===== src/shbhe_pkg.sv =====
// Package with the SHA-256 engine's constants, types and round functions.
package shbhe_pkg;

   localparam int unsigned WordWidth = 32;
   localparam int unsigned NumRegs = 8;
   localparam logic [31:0] FillWord = 32'hDEDEDEDE;

   localparam logic [31:0] InitHash [8] = '{
      32'h6a09e667, 32'hbb67ae85, 32'h3c6ef372, 32'ha54ff53a,
      32'h510e527f, 32'h9b05688c, 32'h1f83d9ab, 32'h5be0cd19
   };

   localparam logic [31:0] RoundConst [64] = '{
      32'h428a2f98, 32'h71374491, 32'hb5c0fbcf, 32'he9b5dba5,
      32'h3956c25b, 32'h59f111f1, 32'h923f82a4, 32'hab1c5ed5,
      32'hd807aa98, 32'h12835b01, 32'h243185be, 32'h550c7dc3,
      32'h72be5d74, 32'h80deb1fe, 32'h9bdc06a7, 32'hc19bf174,
      32'he49b69c1, 32'hefbe4786, 32'h0fc19dc6, 32'h240ca1cc,
      32'h2de92c6f, 32'h4a7484aa, 32'h5cb0a9dc, 32'h76f988da,
      32'h983e5152, 32'ha831c66d, 32'hb00327c8, 32'hbf597fc7,
      32'hc6e00bf3, 32'hd5a79147, 32'h06ca6351, 32'h14292967,
      32'h27b70a85, 32'h2e1b2138, 32'h4d2c6dfc, 32'h53380d13,
      32'h650a7354, 32'h766a0abb, 32'h81c2c92e, 32'h92722c85,
      32'ha2bfe8a1, 32'ha81a664b, 32'hc24b8b70, 32'hc76c51a3,
      32'hd192e819, 32'hd6990624, 32'hf40e3585, 32'h106aa070,
      32'h19a4c116, 32'h1e376c08, 32'h2748774c, 32'h34b0bcb5,
      32'h391c0cb3, 32'h4ed8aa4a, 32'h5b9cca4f, 32'h682e6ff3,
      32'h748f82ee, 32'h78a5636f, 32'h84c87814, 32'h8cc70208,
      32'h90befffa, 32'ha4506ceb, 32'hbef9a3f7, 32'hc67178f2
   };

   typedef enum logic [6:0] {
      ST_IDLE   = 7'b0000001,
      ST_FILL   = 7'b0000010,
      ST_LOAD   = 7'b0000100,
      ST_ROUND  = 7'b0001000,
      ST_UPDATE = 7'b0010000,
      ST_OUTRD  = 7'b0100000,
      ST_OUT    = 7'b1000000
   } state_type;

   function automatic logic [31:0] rotr(input logic [31:0] x, input int unsigned n);
      rotr = (x >> n) | (x << (32 - n));
   endfunction

   function automatic logic [31:0] sig0(input logic [31:0] x);
      sig0 = rotr(x, 7) ^ rotr(x, 18) ^ (x >> 3);
   endfunction

   function automatic logic [31:0] sig1(input logic [31:0] x);
      sig1 = rotr(x, 17) ^ rotr(x, 19) ^ (x >> 10);
   endfunction

endpackage


===== src/sha256_block_hash_engine.sv =====
// SHA-256 block engine: word stream in, eight-word chaining hash out per segment.
// A word that does not close a block is taken in IDLE; closing a block runs FILL for each
// missing word, LOAD of the sixteen block words, 64 rounds and the UPDATE write-back.
// The shared round unit takes no new word until the block is through, and a segment end
// adds eight result transfers, each through OUTRD and OUT.
// Reset (synchronous, active high) restores the standard initial hash and clears control.
module sha256_block_hash_engine
   import shbhe_pkg::*;
(
   input  logic        clock,
   input  logic        reset,
   input  logic        req_tvalid,
   output logic        req_tready,
   input  logic [39:0] req_tdata,  // data_word[31:0], valid_bytes[34:32], zeros
   input  logic        req_tlast,  // last_word
   input  logic        req_tuser,  // begin_message
   output logic        rsp_tvalid,
   input  logic        rsp_tready,
   output logic [39:0] rsp_tdata,  // digest_word[31:0], digest_index[34:32], zeros
   output logic        rsp_tlast,  // digest_last
   input  logic        csr_we,
   input  logic [2:0]  csr_index,
   input  logic [31:0] csr_wdata
);

   logic [31:0] init_ff [8];
   logic [31:0] hash_mem [8];
   logic [31:0] blk_mem [16];
   logic [31:0] sched_ff [16];
   logic [31:0] wv_ff [8];

   state_type   state_ff, state_in;
   logic [3:0]  pos_ff, pos_in;
   logic [5:0]  rnd_ff, rnd_in;
   logic [3:0]  cnt_ff, cnt_in;
   logic        last_ff, last_in;
   logic        ovalid_ff, ovalid_in;
   logic [2:0]  oidx_ff, oidx_in;
   logic [31:0] hash_rd_ff;
   logic [2:0]  hash_addr;
   logic        hash_we;
   logic [31:0] hash_wd;
   logic        blk_we;
   logic [3:0]  blk_addr;
   logic [31:0] blk_wd;
   logic [31:0] blk_rd_ff;
   logic [31:0] word_m;
   logic [31:0] keep;
   logic [31:0] w_cur, t1, t2;
   logic        req_acc;

   assign req_tready = (state_ff == ST_IDLE);
   assign req_acc = req_tvalid && req_tready;

   always_comb begin
      unique case (req_tdata[34:32])
         3'd1:    keep = 32'hFF000000;
         3'd2:    keep = 32'hFFFF0000;
         3'd3:    keep = 32'hFFFFFF00;
         default: keep = 32'hFFFFFFFF;
      endcase
      word_m = req_tlast ? ((req_tdata[31:0] & keep) | (FillWord & ~keep)) : req_tdata[31:0];
   end

   // Schedule word of the current round from the sliding window.
   assign w_cur = (rnd_ff < 6'd16) ? sched_ff[rnd_ff[3:0]]
                : sig1(sched_ff[14]) + sched_ff[9] + sig0(sched_ff[1]) + sched_ff[0];
   assign t1 = wv_ff[7] + (rotr(wv_ff[4], 6) ^ rotr(wv_ff[4], 11) ^ rotr(wv_ff[4], 25))
             + ((wv_ff[4] & wv_ff[5]) ^ (~wv_ff[4] & wv_ff[6])) + RoundConst[rnd_ff] + w_cur;
   assign t2 = (rotr(wv_ff[0], 2) ^ rotr(wv_ff[0], 13) ^ rotr(wv_ff[0], 22))
             + ((wv_ff[0] & wv_ff[1]) ^ (wv_ff[0] & wv_ff[2]) ^ (wv_ff[1] & wv_ff[2]));

   always_comb begin
      state_in  = state_ff;
      pos_in    = pos_ff;
      rnd_in    = rnd_ff;
      cnt_in    = cnt_ff;
      last_in   = last_ff;
      ovalid_in = ovalid_ff;
      oidx_in   = oidx_ff;
      hash_addr = cnt_ff[2:0];
      hash_we   = 1'b0;
      hash_wd   = hash_rd_ff + wv_ff[0];
      blk_we    = 1'b0;
      blk_addr  = cnt_ff;
      blk_wd    = FillWord;
      unique case (state_ff)
         ST_IDLE: begin
            if (req_acc) begin
               blk_we   = 1'b1;
               blk_addr = req_tuser ? 4'd0 : pos_ff;
               blk_wd   = word_m;
               last_in  = req_tlast;
               pos_in   = (req_tuser ? 4'd0 : pos_ff) + 4'd1;
               if (pos_in == 4'd0) begin
                  cnt_in   = 4'd0;
                  state_in = ST_LOAD;
               end else if (req_tlast) begin
                  cnt_in   = pos_in;
                  state_in = ST_FILL;
               end
            end
         end
         ST_FILL: begin
            blk_we   = 1'b1;
            cnt_in   = cnt_ff + 4'd1;
            if (cnt_ff == 4'd15) begin
               cnt_in   = 4'd0;
               pos_in   = 4'd0;
               state_in = ST_LOAD;
            end
         end
         ST_LOAD: begin
            // Reads hash word cnt and block word cnt; data arrives next cycle.
            cnt_in = cnt_ff + 4'd1;
            if (cnt_ff == 4'd15) begin
               rnd_in   = 6'd0;
               state_in = ST_ROUND;
            end
         end
         ST_ROUND: begin
            rnd_in = rnd_ff + 6'd1;
            if (rnd_ff == 6'd63) begin
               cnt_in   = 4'd0;
               state_in = ST_UPDATE;
            end
         end
         ST_UPDATE: begin
            // cnt 0 reads word 0; from cnt 1 on write word cnt-1 while reading cnt.
            hash_addr = cnt_ff[2:0];
            if (cnt_ff != 4'd0) begin
               hash_we   = 1'b1;
               hash_addr = cnt_ff[2:0] - 3'd1;
            end
            cnt_in = cnt_ff + 4'd1;
            if (cnt_ff == 4'd8) begin
               cnt_in   = 4'd0;
               state_in = last_ff ? ST_OUTRD : ST_IDLE;
            end
         end
         ST_OUTRD: begin
            hash_addr = cnt_ff[2:0];
            ovalid_in = 1'b1;
            oidx_in   = cnt_ff[2:0];
            state_in  = ST_OUT;
         end
         ST_OUT: begin
            if (rsp_tready) begin
               ovalid_in = 1'b0;
               if (oidx_ff == 3'd7) begin
                  state_in = ST_IDLE;
               end else begin
                  cnt_in   = {1'b0, oidx_ff + 3'd1};
                  state_in = ST_OUTRD;
               end
            end
         end
         default: state_in = ST_IDLE;
      endcase
   end

   // The hash read port is shared: UPDATE reads the next word while writing back.
   logic [2:0] hash_raddr;
   assign hash_raddr = (state_ff == ST_UPDATE) ? cnt_ff[2:0] : hash_addr;

   always_ff @(posedge clock) begin
      if (reset) begin
         for (int i = 0; i < 8; i++) begin
            init_ff[i]  <= InitHash[i];
            hash_mem[i] <= InitHash[i];
         end
      end else begin
         if (csr_we) begin
            init_ff[csr_index] <= csr_wdata;
         end
         if (req_acc && req_tuser) begin
            for (int i = 0; i < 8; i++) begin
               hash_mem[i] <= init_ff[i];
            end
         end else if (hash_we) begin
            hash_mem[hash_addr] <= hash_wd;
         end
      end
   end

   always_ff @(posedge clock) begin
      hash_rd_ff <= hash_mem[hash_raddr];
      if (blk_we) begin
         blk_mem[blk_addr] <= blk_wd;
      end
      blk_rd_ff <= blk_mem[blk_addr];
   end

   always_ff @(posedge clock) begin
      if (state_ff == ST_LOAD) begin
         if (cnt_ff != 4'd0) begin
            sched_ff[cnt_ff - 4'd1] <= blk_rd_ff;
            if (cnt_ff <= 4'd8) begin
               wv_ff[cnt_ff[2:0] - 3'd1] <= hash_rd_ff;
            end
         end
      end else if (state_ff == ST_ROUND) begin
         if (rnd_ff == 6'd0) begin
            sched_ff[15] <= blk_rd_ff;
         end
         if (rnd_ff >= 6'd16) begin
            for (int i = 0; i < 15; i++) begin
               sched_ff[i] <= sched_ff[i + 1];
            end
            sched_ff[15] <= w_cur;
         end
         wv_ff[7] <= wv_ff[6];
         wv_ff[6] <= wv_ff[5];
         wv_ff[5] <= wv_ff[4];
         wv_ff[4] <= wv_ff[3] + t1;
         wv_ff[3] <= wv_ff[2];
         wv_ff[2] <= wv_ff[1];
         wv_ff[1] <= wv_ff[0];
         wv_ff[0] <= t1 + t2;
      end else if (state_ff == ST_UPDATE && cnt_ff != 4'd0) begin
         for (int i = 0; i < 7; i++) begin
            wv_ff[i] <= wv_ff[i + 1];
         end
      end
   end

   always_ff @(posedge clock) begin
      if (reset) begin
         state_ff  <= ST_IDLE;
         pos_ff    <= 4'd0;
         rnd_ff    <= 6'd0;
         cnt_ff    <= 4'd0;
         last_ff   <= 1'b0;
         ovalid_ff <= 1'b0;
         oidx_ff   <= 3'd0;
      end else begin
         state_ff  <= state_in;
         pos_ff    <= pos_in;
         rnd_ff    <= rnd_in;
         cnt_ff    <= cnt_in;
         last_ff   <= last_in;
         ovalid_ff <= ovalid_in;
         oidx_ff   <= oidx_in;
      end
   end

   assign rsp_tvalid = ovalid_ff;
   assign rsp_tdata  = {5'd0, oidx_ff, hash_rd_ff};
   assign rsp_tlast  = (oidx_ff == 3'd7);

   a_out_in_state: assert property (@(posedge clock) disable iff (reset)
      rsp_tvalid |-> state_ff == ST_OUT) else $error("result outside output state");
   a_no_accept_busy: assert property (@(posedge clock) disable iff (reset)
      state_ff == ST_ROUND |-> !req_tready) else $error("accept during rounds");
   a_round_end: assert property (@(posedge clock) disable iff (reset)
      (state_ff == ST_ROUND && rnd_ff == 6'd63) |=> state_ff == ST_UPDATE)
      else $error("round count overrun");
   a_hold: assert property (@(posedge clock) disable iff (reset)
      (rsp_tvalid && !rsp_tready) |=> rsp_tvalid && $stable(oidx_ff))
      else $error("result dropped");

endmodule


===== config.mk =====
export PLATFORM = sky130hd
export DESIGN_NAME = sha256_block_hash_engine
export DESIGN_NICKNAME = d
export VERILOG_FILES = /design/src/shbhe_pkg.sv /design/src/sha256_block_hash_engine.sv
export SDC_FILE = /design/constraint.sdc
export NUM_CORES = 2
export LEC_CHECK = 0
export BUFFER_PORTS_ARGS = -buffer_cell sky130_fd_sc_hd__buf_2
export CAP_MARGIN = 10
export CELL_PAD_IN_SITES_DETAIL_PLACEMENT = 1
export CELL_PAD_IN_SITES_GLOBAL_PLACEMENT = 2
export CORE_MARGIN = 4
export CORE_UTILIZATION = 49
export CTS_CLUSTER_SIZE = 40
export DETAILED_ROUTE_END_ITERATION = 8
export HOLD_SLACK_MARGIN = 0.06
export PLACE_DENSITY = 0.84
export SLEW_MARGIN = 20
export SYNTH_ARGS = -nofsm -noshare
export SYNTH_HDL_FRONTEND = slang
export SYNTH_SLANG_ARGS = --single-unit

===== constraint.sdc =====
create_clock -name clock -period 24.2 [get_ports clock]
set_clock_uncertainty 0.05 [all_clocks]
set_input_delay 2.42 -clock clock [delete_from_list [all_inputs] [get_ports clock]]
set_output_delay 2.42 -clock clock [all_outputs]
set_load 0.01 [all_outputs]

==> results.sh <==
export IMPL_status="finished, final reports clean"
export IMPL_dp_hpwl_mm=214.8
export IMPL_final_area_mm2=0.1079
export IMPL_max_freq_mhz=79.75
export IMPL_seq_area_frac_synth_pct=56.92
export IMPL_cts_inserted_buffers=198
export IMPL_grt_pass1_wl_mm=479.6
export IMPL_gr_total_overflow=0
export IMPL_vias=66880
export IMPL_syn_area_mm2=0.09784
export IMPL_rows=163
export IMPL_tightest_slew_ns=1.220
export IMPL_clk_path_buf_depth=3
export IMPL_gp_congestion=0.9189
export IMPL_cellPowerDensity_mw_per_mm2=89.13
export IMPL_arrival_ns=13.05
export IMPL_ys_flop_type="edfxtp_1"
export IMPL_cts_setup_buffers=0
export IMPL_critPathCaptureType="register"
export IMPL_area_growth_pct=10.26
export IMPL_worstRegToRegCells=49
export IMPL_synth_cell_types=95
export IMPL_first_global_vias=69000
export IMPL_die_h_um=454.9
export IMPL_drtAntennaViolNets=0
export IMPL_dp_cells=10150
export IMPL_grt_usage_pct=31.82
export IMPL_fin_crit_ns=12.54
export IMPL_path_clk_slew_ns=0.06
export IMPL_critPathMaxStageDelay_ns=0.86
export IMPL_wl_per_cell_um=31.35
export IMPL_synth_top_area_share_pct=55.00
export IMPL_synthCells=7758
export IMPL_nNetsFinal=8167
export IMPL_dp_worst_setup_slack_ns=11.78
export IMPL_drc_errors=0
export IMPL_synth_common_cells="edfxtp_1 (1,792), nand2_1 (1,446), clkbuf_1 (404)"
export IMPL_crit_required_ns=24.71
export IMPL_synth_most_common_cell="edfxtp_1"
export IMPL_min_period_over_period_pct=51.81
export IMPL_setup_violations=0
export IMPL_p_leak_nw=38.01
export IMPL_power_total_mw=9.615
export IMPL_cts_root_buf="clkbuf_16"
export IMPL_ctsHoldBuffers=0
export IMPL_synth_async_reset_ratio_pct=0
export IMPL_coreArea_mm2=0.1980
export IMPL_first_iter_violations=8062
export IMPL_numPortBuffers=114
export IMPL_cts_resized_gates=0
export IMPL_worst_slack_ns=11.66
export IMPL_final_cell_count_no_fill=10530
export IMPL_synth_seq_cells=1886
export IMPL_synth_area_leader_cell="edfxtp_1"
export IMPL_crit_type="reg -> reg"
export IMPL_insertion_delay_ns=0.87
export IMPL_clock_sinks=1886
export IMPL_dr_pass1_iters=6
export IMPL_drv_slew=0
export IMPL_dieWidth_um=454.9
export IMPL_viasPerCell=6.352
export IMPL_cts_tree="built"
export IMPL_cap_viol_max_count=0
export IMPL_antenna_found_initial=25
export IMPL_start_util_pct=49.41
export IMPL_maxSlewHeadroom_pct=18.64
export IMPL_drive_above_1_share_pct=13.79
export IMPL_htreeDepth=4
export IMPL_ys_warn_count=0
export IMPL_start_kind="register"
export IMPL_synth_edf_count=1792
export IMPL_hold_viol=0
export IMPL_synth_area_leaders="edfxtp_1 (55%), mux4_2 (8.3%), nand2_1 (5.5%), fa_1 (3.9%), xnor2_1 (2.6%)"
export IMPL_rsz0062_at_grt="false"
export IMPL_worstPathMaxFanout=6
export IMPL_ioPinCount=125
export IMPL_vdd_drop_max_mv=0.07246
export IMPL_hold_path_class="reg -> reg"
export IMPL_die_area_mm2=0.2069
export IMPL_tns_ns=0
export IMPL_grt_max_degree=225
export IMPL_slowest_stage="a21oi_1"
export IMPL_syn_avg_cell_area_um2=12.61
export IMPL_min_path_cells=2
export IMPL_placement_cell_area_mm2=0.1014
export IMPL_routed_wl_mm=330.0
final cells by class:
| type | instances | area [um^2] |
|---|---|---|
| diodes | 12 | 30.03 |
| clock buffers | 262 | 5318 |
| clock inverters | 109 | 1089 |
| fillers | 19610 | 90150 |
| inverters | 356 | 1336 |
| multi-input cells | 5004 | 39390 |
| flip-flops and latches | 1886 | 55720 |
| well taps | 2640 | 3303 |
| repair buffers | 260 | 1698 |
path summary, 6_finish.rpt:
check | to | slack, ns | startpoint
worst min-delay path | last_ff$_SDFFE_PP0P_ | 0.46 | last_ff$_SDFFE_PP0P_
worst min register to register | last_ff$_SDFFE_PP0P_ | 0.46 | last_ff$_SDFFE_PP0P_
worst max-delay path | wv_ff[0][31]$_DFFE_PP_ | 11.66 | sched_ff[1][4]$_DFFE_PP_
worst max register to register | wv_ff[0][31]$_DFFE_PP_ | 11.66 | sched_ff[1][4]$_DFFE_PP_
registers in the layout (all words and copies together), names as in the netlist, named ones only:
register,flops
rnd_ff,6
rsp_tvalid,1
state_ff,7
blk_rd_ff,32
last_ff,1
pos_ff,4
blk_mem,512
wv_ff,256
oidx_ff,3
sched_ff,512
hash_mem,256
cnt_ff,4
hash_rd_ff,32
init_ff,256
power breakdown:
part,total [mW],leakage (nW),internal [mW],switching (mW)
combinational,2.38,17.9,0.815,1.56
clock,3.03,3.10,1.68,1.35
sequential,4.21,17.0,4.02,0.187
total,9.62,38.0,6.52,3.10
worst max-delay path, delay by kind of cell, from the launching register on:
family / cells / cell delay (ns)
AOI/OAI and AO/OA: 16 / 3.74
DFF: 1 / 0.53
and+or+nand+nor: 10 / 1.89
xor gates and xnor gates: 6 / 1.30
buffers and inverters: 7 / 0.48
adders and majority gates: 10 / 4.25
layout by cell type, fill, tap and decap left out, types with 27 or more instances in the layout:
master / netlist / routed
o21a_1: 39 / 39
buf_2: 27 / 113
or3_1: 78 / 78
a31oi_1: 54 / 53
xnor2_1: 288 / 285
nand3b_1: 37 / 37
xor2_1: 112 / 112
clkbuf_16: 0 / 200
a221o_1: 145 / 145
nor3_1: 58 / 54
a21o_1: 123 / 123
a21oi_1: 303 / 303
fa_1: 189 / 189
clkinv_2: 0 / 41
o21ai_1: 65 / 68
a22o_1: 61 / 61
clkinv_1: 0 / 32
and2_1: 143 / 143
clkbuf_1: 404 / 54
inv_1: 354 / 354
dfxtp_1: 94 / 84
mux4_2: 359 / 359
nand2_1: 1446 / 1445
nand2b_1: 131 / 130
buf_4: 10 / 144
ha_1: 190 / 190
a22oi_1: 74 / 74
o21ai_0: 289 / 263
nor2b_1: 28 / 27
nand3_1: 50 / 49
o22a_1: 70 / 70
nor2_1: 273 / 247
and3_1: 50 / 46
edfxtp_1: 1792 / 1792
mux2_2: 64 / 64
a211oi_1: 37 / 37
cell families after synthesis:
family	synth area share (%)
AO/OA/AOI/OAI	9.907
flip-flops	56.92
adder cells (fa/ha/maj)	6.338
XOR/XNOR	3.597
other	0.003833
AND/OR/NAND/NOR	10.62
buffers and inverters	3.464
multiplexers	9.144
per-stage QoR:
step / utilization [%] / hold WS, ns
final: 54.48 / 0.4555
after global routing: 54.46 / 0.4889
after CTS: 54.44 / 0.4601
after detailed placement: 51.21 / 0.4514
after global placement: 51.21 / 0.4386
after floorplan: - / 0.4001
layer usage:
| layer | GRT usage, % | wire [um] |
|---|---|---|
| met1 | 43.51 | 130800 |
| met2 | 51.22 | 157200 |
| met3 | 4.904 | 26760 |
| met5 | 0 | 12 |
| met4 | 13.22 | 15290 |
(Power assumes the default switching activity.)
